File: config.mk
export PLATFORM = sky130hd
export DESIGN_NAME = crc16_line_integrity_checker_unit_flat
export DESIGN_NICKNAME = d
export VERILOG_FILES = /design/src/hdl/c16lic_pkg.sv /design/src/hdl/c16lic_req_if.sv /design/src/hdl/c16lic_rsp_if.sv /design/src/hdl/crc16_line_integrity_checker_unit.sv /design/src/flat_wrapper.sv
export SDC_FILE = /design/constraint.sdc
export NUM_CORES = 1
export LEC_CHECK = 0
export ABC_AREA = 0
export BUFFER_PORTS_ARGS = -buffer_cell sky130_fd_sc_hd__buf_2
export CAP_MARGIN = 20
export CORE_ASPECT_RATIO = 1.1
export CORE_UTILIZATION = 51
export CTS_CLUSTER_SIZE = 24
export DETAILED_ROUTE_END_ITERATION = 8
export GPL_ROUTABILITY_DRIVEN = 0
export HOLD_SLACK_MARGIN = 0.03
export PLACE_DENSITY = 0.82
export SLEW_MARGIN = 20
export SYNTH_ARGS = -nofsm -noshare
export SYNTH_HDL_FRONTEND = slang
export SYNTH_SLANG_ARGS = --single-unit
File: constraint.sdc
create_clock -name clock -period 2.7 [get_ports clock]
set_clock_uncertainty 0.15 [all_clocks]
set_input_delay 0.405 -clock clock [delete_from_list [all_inputs] [get_ports clock]]
set_output_delay 0.405 -clock clock [all_outputs]
set_load 0.02 [all_outputs]
File: src/hdl/c16lic_pkg.sv
// ----------------------------------------------------------------------------
// CRC-16 line checker package
// Shared types, byte codes, status codes and the byte-wide CRC and hex
// helpers used by the line checker.
// ----------------------------------------------------------------------------
package c16lic_pkg;

   typedef logic [7:0]  byte_type;
   typedef logic [15:0] crc_type;
   typedef logic [1:0]  status_type;

   typedef struct packed {
      logic       valid;
      logic [3:0] value;
   } hex_digit_type;

   localparam byte_type StarByte    = 8'h2A;
   localparam byte_type NewlineByte = 8'h0A;
   localparam byte_type ZeroByte    = 8'h00;

   localparam crc_type CrcPoly = 16'h1021;

   localparam status_type StatusOk        = 2'd0;
   localparam status_type StatusIntegrity = 2'd1;
   localparam status_type StatusTooLong   = 2'd2;

   // One CRC-16/XMODEM update by a whole byte, most significant bit first.
   function automatic crc_type crc_update(input crc_type crc, input byte_type data);
      crc_type c;
      c = crc ^ {data, 8'h00};
      for (int i = 0; i < 8; i++) begin
         if (c[15]) begin
            c = {c[14:0], 1'b0} ^ CrcPoly;
         end else begin
            c = {c[14:0], 1'b0};
         end
      end
      return c;
   endfunction

   // Decodes an ASCII hex digit of either case.
   function automatic hex_digit_type hex_decode(input byte_type data);
      hex_digit_type d;
      d.valid = 1'b0;
      d.value = 4'h0;
      if (data >= 8'h30 && data <= 8'h39) begin
         d.valid = 1'b1;
         d.value = data[3:0];
      end else if ((data >= 8'h41 && data <= 8'h46) || (data >= 8'h61 && data <= 8'h66)) begin
         d.valid = 1'b1;
         d.value = data[3:0] + 4'd9;
      end
      return d;
   endfunction

endpackage

File: src/hdl/c16lic_req_if.sv
// ----------------------------------------------------------------------------
// CRC-16 line checker byte channel
// Valid/ready channel carrying one received byte per item.
// ----------------------------------------------------------------------------
interface c16lic_req_if import c16lic_pkg::*; ();

   logic     valid;
   logic     ready;
   byte_type data_byte;

   modport source (output valid, output data_byte, input ready);
   modport sink   (input valid, input data_byte, output ready);

endinterface

File: src/hdl/c16lic_rsp_if.sv
// ----------------------------------------------------------------------------
// CRC-16 line checker result channel
// Valid/ready channel carrying one line status per item.
// ----------------------------------------------------------------------------
interface c16lic_rsp_if import c16lic_pkg::*; ();

   logic       valid;
   logic       ready;
   status_type status;
   logic [7:0] content_length;

   modport source (output valid, output status, output content_length, input ready);
   modport sink   (input valid, input status, input content_length, output ready);

endinterface

File: src/hdl/crc16_line_integrity_checker_unit.sv
// ----------------------------------------------------------------------------
// CRC-16 line integrity checker
// Checks text lines of the form content*HEX against a CRC-16/XMODEM.
//
// Usage: received bytes enter on req_chan, one byte per item. Zero bytes
// are accepted and dropped. Each newline byte gives one item on rsp_chan
// with the line status (ok, integrity error, line too long) and the number
// of content bytes before the asterisk.
// Throughput is one byte per cycle: the byte-wide CRC update and the hex
// digit shift sit between the input register and the state and result
// registers. An accepted newline reaches the result register from the input
// register. The result register parts the two channels, so bytes that give
// no result keep flowing while a result waits; a newline waits in the input
// register only while an earlier result is still held.
// A line holds at most MAX_LINE - 1 bytes, newline included; longer lines
// are discarded up to their newline and reported as too long.
// Reset is synchronous and clears the line state and both valid flags.
// ----------------------------------------------------------------------------
module crc16_line_integrity_checker_unit import c16lic_pkg::*; #(
   parameter int MAX_LINE = 256
) (
   input logic           clock,
   input logic           reset,
   c16lic_req_if.sink    req_chan,
   c16lic_rsp_if.source  rsp_chan
);

   localparam int CountWidth = $clog2(MAX_LINE);
   localparam logic [CountWidth-1:0] LineLimit = CountWidth'(MAX_LINE - 1);

   logic       in_valid_ff;
   byte_type   in_byte_ff;

   crc_type                running_crc_ff, running_crc_in;
   crc_type                received_check_ff, received_check_in;
   logic                   star_seen_ff, star_seen_in;
   logic                   hex_active_ff, hex_active_in;
   logic [CountWidth-1:0]  byte_count_ff, byte_count_in;
   logic [CountWidth-1:0]  content_count_ff, content_count_in;
   logic                   overflowed_ff, overflowed_in;

   logic       out_valid_ff;
   status_type out_status_ff, out_status_in;
   logic [7:0] out_length_ff, out_length_in;

   logic          is_newline;
   logic          advance;
   logic          line_full;
   hex_digit_type digit;

   assign is_newline = (in_byte_ff == NewlineByte);
   assign advance    = in_valid_ff && (!is_newline || !out_valid_ff || rsp_chan.ready);
   assign req_chan.ready = !in_valid_ff || advance;

   assign line_full = overflowed_ff || (byte_count_ff == LineLimit);
   assign digit     = hex_decode(in_byte_ff);

   always_comb begin
      running_crc_in    = running_crc_ff;
      received_check_in = received_check_ff;
      star_seen_in      = star_seen_ff;
      hex_active_in     = hex_active_ff;
      byte_count_in     = byte_count_ff;
      content_count_in  = content_count_ff;
      overflowed_in     = overflowed_ff;
      out_status_in     = StatusOk;
      out_length_in     = 8'd0;
      if (is_newline) begin
         running_crc_in    = '0;
         received_check_in = '0;
         star_seen_in      = 1'b0;
         hex_active_in     = 1'b0;
         byte_count_in     = '0;
         content_count_in  = '0;
         overflowed_in     = 1'b0;
         if (line_full) begin
            out_status_in = StatusTooLong;
         end else if (!star_seen_ff) begin
            out_status_in = StatusIntegrity;
         end else begin
            out_status_in = (received_check_ff == running_crc_ff) ? StatusOk : StatusIntegrity;
            out_length_in = 8'(content_count_ff);
         end
      end else if (line_full) begin
         overflowed_in = 1'b1;
      end else begin
         byte_count_in = byte_count_ff + 1'b1;
         if (!star_seen_ff) begin
            if (in_byte_ff == StarByte) begin
               star_seen_in  = 1'b1;
               hex_active_in = 1'b1;
            end else begin
               running_crc_in   = crc_update(running_crc_ff, in_byte_ff);
               content_count_in = content_count_ff + 1'b1;
            end
         end else if (hex_active_ff) begin
            if (digit.valid) begin
               received_check_in = {received_check_ff[11:0], digit.value};
            end else begin
               hex_active_in = 1'b0;
            end
         end
      end
   end

   always_ff @(posedge clock) begin
      if (reset) begin
         in_valid_ff <= 1'b0;
      end else if (req_chan.ready) begin
         in_valid_ff <= req_chan.valid && (req_chan.data_byte != ZeroByte);
      end
   end

   always_ff @(posedge clock) begin
      if (req_chan.ready) begin
         in_byte_ff <= req_chan.data_byte;
      end
   end

   always_ff @(posedge clock) begin
      if (reset) begin
         running_crc_ff    <= '0;
         received_check_ff <= '0;
         star_seen_ff      <= 1'b0;
         hex_active_ff     <= 1'b0;
         byte_count_ff     <= '0;
         content_count_ff  <= '0;
         overflowed_ff     <= 1'b0;
      end else if (advance) begin
         running_crc_ff    <= running_crc_in;
         received_check_ff <= received_check_in;
         star_seen_ff      <= star_seen_in;
         hex_active_ff     <= hex_active_in;
         byte_count_ff     <= byte_count_in;
         content_count_ff  <= content_count_in;
         overflowed_ff     <= overflowed_in;
      end
   end

   always_ff @(posedge clock) begin
      if (reset) begin
         out_valid_ff <= 1'b0;
      end else if (advance && is_newline) begin
         out_valid_ff <= 1'b1;
      end else if (rsp_chan.ready) begin
         out_valid_ff <= 1'b0;
      end
   end

   always_ff @(posedge clock) begin
      if (advance && is_newline) begin
         out_status_ff <= out_status_in;
         out_length_ff <= out_length_in;
      end
   end

   assign rsp_chan.valid          = out_valid_ff;
   assign rsp_chan.status         = out_status_ff;
   assign rsp_chan.content_length = out_length_ff;

`ifndef SYNTH
   a_count_bound: assert property (@(posedge clock) disable iff (reset)
      byte_count_ff <= LineLimit && content_count_ff <= byte_count_ff)
      else $error("Line byte count out of range.");

   a_no_hex_before_star: assert property (@(posedge clock) disable iff (reset)
      !star_seen_ff |-> (!hex_active_ff && received_check_ff == 16'h0000))
      else $error("Hex field active before the asterisk.");

   a_newline_clears: assert property (@(posedge clock) disable iff (reset)
      (advance && is_newline) |=> (byte_count_ff == '0 && !overflowed_ff && out_valid_ff))
      else $error("Newline did not close the line.");

   a_no_lost_result: assert property (@(posedge clock) disable iff (reset)
      (out_valid_ff && !rsp_chan.ready) |-> !(advance && is_newline))
      else $error("Result overwritten while held.");
`endif

endmodule

File: src/flat_wrapper.sv
// flat-port wrapper written by rule: the top's interface ports become plain ports
module crc16_line_integrity_checker_unit_flat import c16lic_pkg::*;
#(
   parameter int MAX_LINE = 256
)
  (clock, reset, req_chan_valid, req_chan_data_byte, req_chan_ready, rsp_chan_valid, rsp_chan_status, rsp_chan_content_length, rsp_chan_ready);
  c16lic_req_if req_chan_i ();
  c16lic_rsp_if rsp_chan_i ();
  input logic clock;
  input logic reset;
  input wire logic [$bits(req_chan_i.valid)-1:0] req_chan_valid;
  input wire logic [$bits(req_chan_i.data_byte)-1:0] req_chan_data_byte;
  output wire logic [$bits(req_chan_i.ready)-1:0] req_chan_ready;
  output wire logic [$bits(rsp_chan_i.valid)-1:0] rsp_chan_valid;
  output wire logic [$bits(rsp_chan_i.status)-1:0] rsp_chan_status;
  output wire logic [$bits(rsp_chan_i.content_length)-1:0] rsp_chan_content_length;
  input wire logic [$bits(rsp_chan_i.ready)-1:0] rsp_chan_ready;
  assign req_chan_i.valid = req_chan_valid;
  assign req_chan_i.data_byte = req_chan_data_byte;
  assign req_chan_ready = req_chan_i.ready;
  assign rsp_chan_valid = rsp_chan_i.valid;
  assign rsp_chan_status = rsp_chan_i.status;
  assign rsp_chan_content_length = rsp_chan_i.content_length;
  assign rsp_chan_i.ready = rsp_chan_ready;
  crc16_line_integrity_checker_unit #(.MAX_LINE(MAX_LINE)) u_core (.clock(clock), .reset(reset), .req_chan(req_chan_i), .rsp_chan(rsp_chan_i));
endmodule
# [After elaboration in Yosys (flattened, before gate mapping)]
# Cells that the tools add are included.
[word_totals] wordCells=138 input_bits=12 register_bits=71
[op_classes] muxes=70 n_lt_le_gt_ge=6 bitwise_logic=11 reduce_logical=28 addsub=3 eq_ne=7
[ops] op="16-bit two-way mux" count=37
[ops] op="13-bit two-way mux" count=8
[ops] op="8-bit two-way mux" count=6
[ops] op="3-bit NOT" count=8
[ops] op="8-bit by 1-bit adder with 8-bit output, second input constant" count=2
[ops] op="16-bit equality test" count=1
[ops] op="8-bit by 7-bit greater-or-equal comparator with 1-bit output, second input constant" count=2
[ops] op="8-bit by 7-bit less-or-equal comparator with 1-bit output, second input constant" count=2
[ops] op="16-bit XOR" count=1
[ops] op="1-bit two-way mux" count=15
[ops] op="5-bit two-way mux" count=2
[ops] op="2-bit nonzero test" count=5
[ops] op="8-bit by 4-bit equality test with 1-bit output, second input constant" count=1
[ops] op="8-bit by 6-bit equality test with 1-bit output, second input constant" count=1
[ops] op="8-bit equality test, second input constant" count=1
[ops] op="8-bit by 6-bit greater-or-equal comparator with 1-bit output, second input constant" count=1
[ops] op="8-bit by 6-bit less-or-equal comparator with 1-bit output, second input constant" count=1
[ops] op="8-bit nonzero test" count=1
[ops] op="1-bit logical AND" count=6
[ops] op="1-bit logical OR" count=5
[ops] op="5-bit AND reduction" count=1
[ops] op="4-bit adder, second input constant" count=1
[ops] op="2-bit two-way mux" count=2
[ops] op="2-bit by 1-bit inequality test with 1-bit output, second input constant" count=2
[ops] op="other kinds (9)" count=13

# [Depth between registers and ports, before layout]
[logic_depth] ltp_word=49 mapped_depth=9 ltp_nobuf=7

# [Least setup slack after synthesis]
# OpenSTA, ideal clock, no wires.
[synth_path] path_type="flip-flop to flip-flop" startpoint="register u_core.in_byte_ff[0]" endpoint="register u_core.running_crc_ff[13]" setup_slack_ps=-167 n_path_buf=2 required_ps=2433 arrival_time_ps=2600 period_less_slack_ps=2867 stages_incl_launch_ff=9 path_cell_list="edfxtp_1 -> inv_1 -> ha_1 -> or4b_4 -> nor4_4 -> a21oi_2 -> buf_6 -> clkbuf_1 -> a32o_1"
[synth_via] elab_chain_cells=6
[synth_lines] item="start, declared" line_no="crc16_line_integrity_checker_unit.sv:32" source="byte_type in_byte_ff;"
[synth_lines] item="start signal, assigned" line_no="crc16_line_integrity_checker_unit.sv:116" source="in_byte_ff <= req_chan.data_byte;"
[synth_lines] item="8-bit by 4-bit equality test with 1-bit output" line_no="crc16_line_integrity_checker_unit.sv:51" source="assign is_newline = (in_byte_ff == NewlineByte);"
[synth_lines] item="1-bit logical NOT" line_no="crc16_line_integrity_checker_unit.sv:52" source="assign advance = in_valid_ff && (!is_newline || !out_valid_ff || rsp_chan.ready);"
[synth_lines] item="1-bit logical OR (2 in a row)" line_no="crc16_line_integrity_checker_unit.sv:52"
[synth_lines] item="1-bit logical AND" line_no="crc16_line_integrity_checker_unit.sv:52"
[synth_lines] item="4-bit AND reduction (no line)"
[synth_lines] item="end signal, assigned" line_no="crc16_line_integrity_checker_unit.sv:130" source="running_crc_ff <= running_crc_in;"
[synth_lines] item="end, declared" line_no="crc16_line_integrity_checker_unit.sv:34" source="crc_type running_crc_ff, running_crc_in;"
# Parallel ways exist; a longest one is shown, timed or not.
# A chain may end at the register's enable or synchronous reset.

# [Worst setup path after layout]
[layout_path] startpoint="register u_core.in_byte_ff[0]" endpoint="output port req_chan_ready"
[layout_via] elab_chain_cells=6
[layout_lines] item="8-bit by 4-bit equality test with 1-bit output" line_no="crc16_line_integrity_checker_unit.sv:51"
[layout_lines] item="1-bit logical NOT" line_no="crc16_line_integrity_checker_unit.sv:52"
[layout_lines] item="1-bit logical OR (2 in a row)" line_no="crc16_line_integrity_checker_unit.sv:52"
[layout_lines] item="1-bit logical AND" line_no="crc16_line_integrity_checker_unit.sv:52"
[layout_lines] item="1-bit logical OR" line_no="crc16_line_integrity_checker_unit.sv:53" source="assign req_chan.ready = !in_valid_ff || advance;"
[layout_lines] item="end, declared" line_no="flat_wrapper.sv:13" source="output wire logic [$bits(req_chan_i.ready)-1:0] req_chan_ready;"
# No other way between the ends.

==> results.md <==
* Synth cell count leaders: dfxtp_1 (53), a21oi_1 (34), xnor2_1 (34), nand2_1 (24), nand3_1 (20)
* Total track usage at 23.4%
* Total Wirelength at 7510 um
* Async SR Flop Fraction at 0%
* Cells along the critical path: inv_2 > ha_4 > or4b_4 > nor2_4 > nand3_2 > buf_4
* Final Hold Vio Count at 0
* Mapped Cells at 345
* Layout Nets at 404
* TritonCTS Buffers at 9
* Mean post-synth cell area at 9.88 um^2
* Worst setup SP type: flop
* Crit path DAT at 2.00 ns
* Max-slew headroom at 56.3%
* Clock transition at the registers of the reported paths at 0.07 ns
* GRT overflow at 0
* Die Y at 87.7 um
* DIE WIDTH at 79.9 um
* Top cells by area, synth: dfxtp_1 (31%), edfxtp_1 (16%), xnor2_1 (8.7%)
* Setup CP Type: reg -> out
* Via density at 5.84
* Cell area power density at 577 nW/um^2
* Final Power at 0.00228 W
* H-tree depth at 3
* Syn Nets at 363
* Final Cycle Share at 94.6%
* N_diodes at 0
* Slowest CP cell: or4b_4
* Top-count cell post-synth: dfxtp_1
* Dpl cells at 453
* First-pass GRT wire length at 12500 um
* Clock Latency Late Sink at 0.35 ns
* EDFF count, synth at 18
* Synth top area share at 31.1%
* Cell Area, Placed at 3710 um^2
* Total die area at 7010 um^2
* Largest net degree at the start of global routing at 25
* Final instance area at 3960 um^2
* Number of global-route vias before repair at 2575
* Vias at 2751
* Syn-to-layout area delta at 16.3%
* Crit path time final at 2.55 ns
* Final cell count without fillers at 471
* Critical path capture point type: primary output
* RSZ-0062 raised after global routing: false
* Outcome: finished clean
* Syn Std Cell Area at 3410 um^2
* Max stage delay on crit path at 0.52 ns
* Worst IR drop on VDD at 348 uV
* Max Slew Vio Count at 0
* Share of cells above drive strength 1 at 19.2%
* CTS tree: done
* CTS root buf: clkbuf_8
* Routed len/inst at 15.9 um
* Register area at 1600 um^2
* Total core area at 6310 um^2
* Leakage at 1.38 nW
* Slew @ Worst Pin at 0.652 ns
* Number of detailed-route iterations in the first pass at 4
* Worst hold path type: in -> reg
* Port-buffer cells at 23
* # DRC at 0
* Fmax at 391 MHz
* Iteration-0 DRC Markers at 183
* HPWL after DPL at 5330 um
* Number of distinct library cells after synthesis at 48
* Site row count at 30
* CP max FO at 4
* Clock Sinks at 71
* Critical Path RT at 2.14 ns
* Detail Route Antenna Nets at 0
* Synth warnings at 0
* # Max-Cap Violations at 0
* CTS hold repair buffers at 0
* Initial core utilization at 54.0%
* # IOs at 24
* Register area share after synthesis at 47.0%
* Filler cells at 521
* # setup viols final at 0
* Post-Route Setup TNS at 0 ns
* Initial antenna violation count at 0
* Seq cells post-synth at 71
* Area occupied by multi-input gates at 1770 um^2
* Clock buffer depth at 2
* Post-synth top area cell: dfxtp_1
* Main synth FF type: dfxtp_1
-- per-stage QoR --
stage,utilization [%],hold slack (ns),setup slack (ns)
after floorplan,-,0.289,-0.0626
after global placement,58.9,0.303,0.139
after detailed placement,58.9,0.315,0.0623
after CTS,61.9,0.0847,0.0252
after global routing,62.8,0.0820,0.0140
final,62.8,0.0911,0.145
-- metal layers --
layer | routed length [um] | vias up | track usage, %
met5 | 0 | - | 0
met4 | 167 | 0 | 10.2
met3 | 380 | 15 | 4.27
met2 | 3670 | 84 | 38.9
met1 | 3290 | 1304 | 29.8
li1 | - | 1348 | -
-- where the power goes --
group	internal, W	total, W	switching, W
clock network	0.000423	0.000817	0.000394
registers	0.00112	0.00117	0.0000439
logic	0.000144	0.000302	0.000159
-- flip-flops by register name, indices dropped and copies added, names as in the netlist --
| name | count |
|---|---|
| u_core.received_check_ff | 16 |
| u_core.in_valid_ff | 1 |
| u_core.running_crc_ff | 16 |
| u_core.in_byte_ff | 8 |
| u_core.rsp_chan.content_length | 8 |
| u_core.byte_count_ff | 8 |
| u_core.content_count_ff | 8 |
| u_core.rsp_chan.status | 2 |
| u_core.hex_active_ff | 1 |
| u_core.rsp_chan.valid | 1 |
| u_core.overflowed_ff | 1 |
| u_core.star_seen_ff | 1 |
-- cell families (layout without fill, tap and decap cells) --
kind of cell / count (synthesis) / count (layout) / share of synthesized area [%]
flip-flops: 71 / 71 / 47.0
adder cells (fa/ha/maj): 6 / 6 / 2.20
buffers and inverters: 22 / 68 / 3.01
XOR/XNOR: 44 / 44 / 11.3
AND/OR/NAND/NOR: 114 / 114 / 18.8
multiplexers: 2 / 2 / 0.587
AO/OA/AOI/OAI: 86 / 86 / 17.1
-- worst max-delay path: cells and delay by family (launching register included) --
| kind | cells | cell delay [ns] |
|---|---|---|
| simple gates | 3 | 0.82 |
| flops | 1 | 0.41 |
| buf+inv | 2 | 0.29 |
| fa+ha+maj | 1 | 0.14 |
-- timing repair --
| action | in CTS | in global routing |
|---|---|---|
| endpoints found under the setup margin | 1 | 16 |
| resized for setup | 1 | 8 |
| pin swaps | 0 | 1 |
| buffers inserted | 0 | 1 |
| gates cloned | 0 | 1 |
-- cell usage in the layout (no fill, tap or decap), types with 4 or more instances in the layout --
cell type and instances:
and2_1 9, xnor2_1 34, nand3_1 19, or3_1 7, buf_4 20, o211ai_1 5
clkbuf_8 9, xor2_1 10, edfxtp_1 18, a22o_1 12, inv_1 7, o2bb2ai_1 4
nand4_1 6, nand2_1 24, o21ai_0 8, buf_2 23, o21ai_1 4, or4_1 5
a21oi_1 34, nor2_1 16, dfxtp_1 53, ha_1 5
-- area by class of cell --
class,count,share of cell area [%]
tap,80,2.53
clock buffer,10,3.22
clock inverter,6,1.55
sequential,71,40.4
inverter,8,0.758
multi-input combinational,252,44.6
timing repair buffer,44,6.98
-- worst paths after layout --
check | slack (ns) | start | cells past startpoint | end
worst max-delay path | 0.15 | u_core.in_byte_ff[0]$_DFFE_PP_ | 6 | req_chan_ready
worst min-delay path | 0.09 | req_chan_data_byte[2] | 1 | u_core.in_byte_ff[2]$_DFFE_PP_
worst max register to register | 0.15 | u_core.in_byte_ff[0]$_DFFE_PP_ | 8 | u_core.content_count_ff[6]$_SDFFE_PP0P_
worst min register to register | 0.32 | u_core.byte_count_ff[6]$_SDFFE_PP0P_ | 1 | u_core.byte_count_ff[6]$_SDFFE_PP0P_
Note: power is estimated with default switching activity, not from simulation.
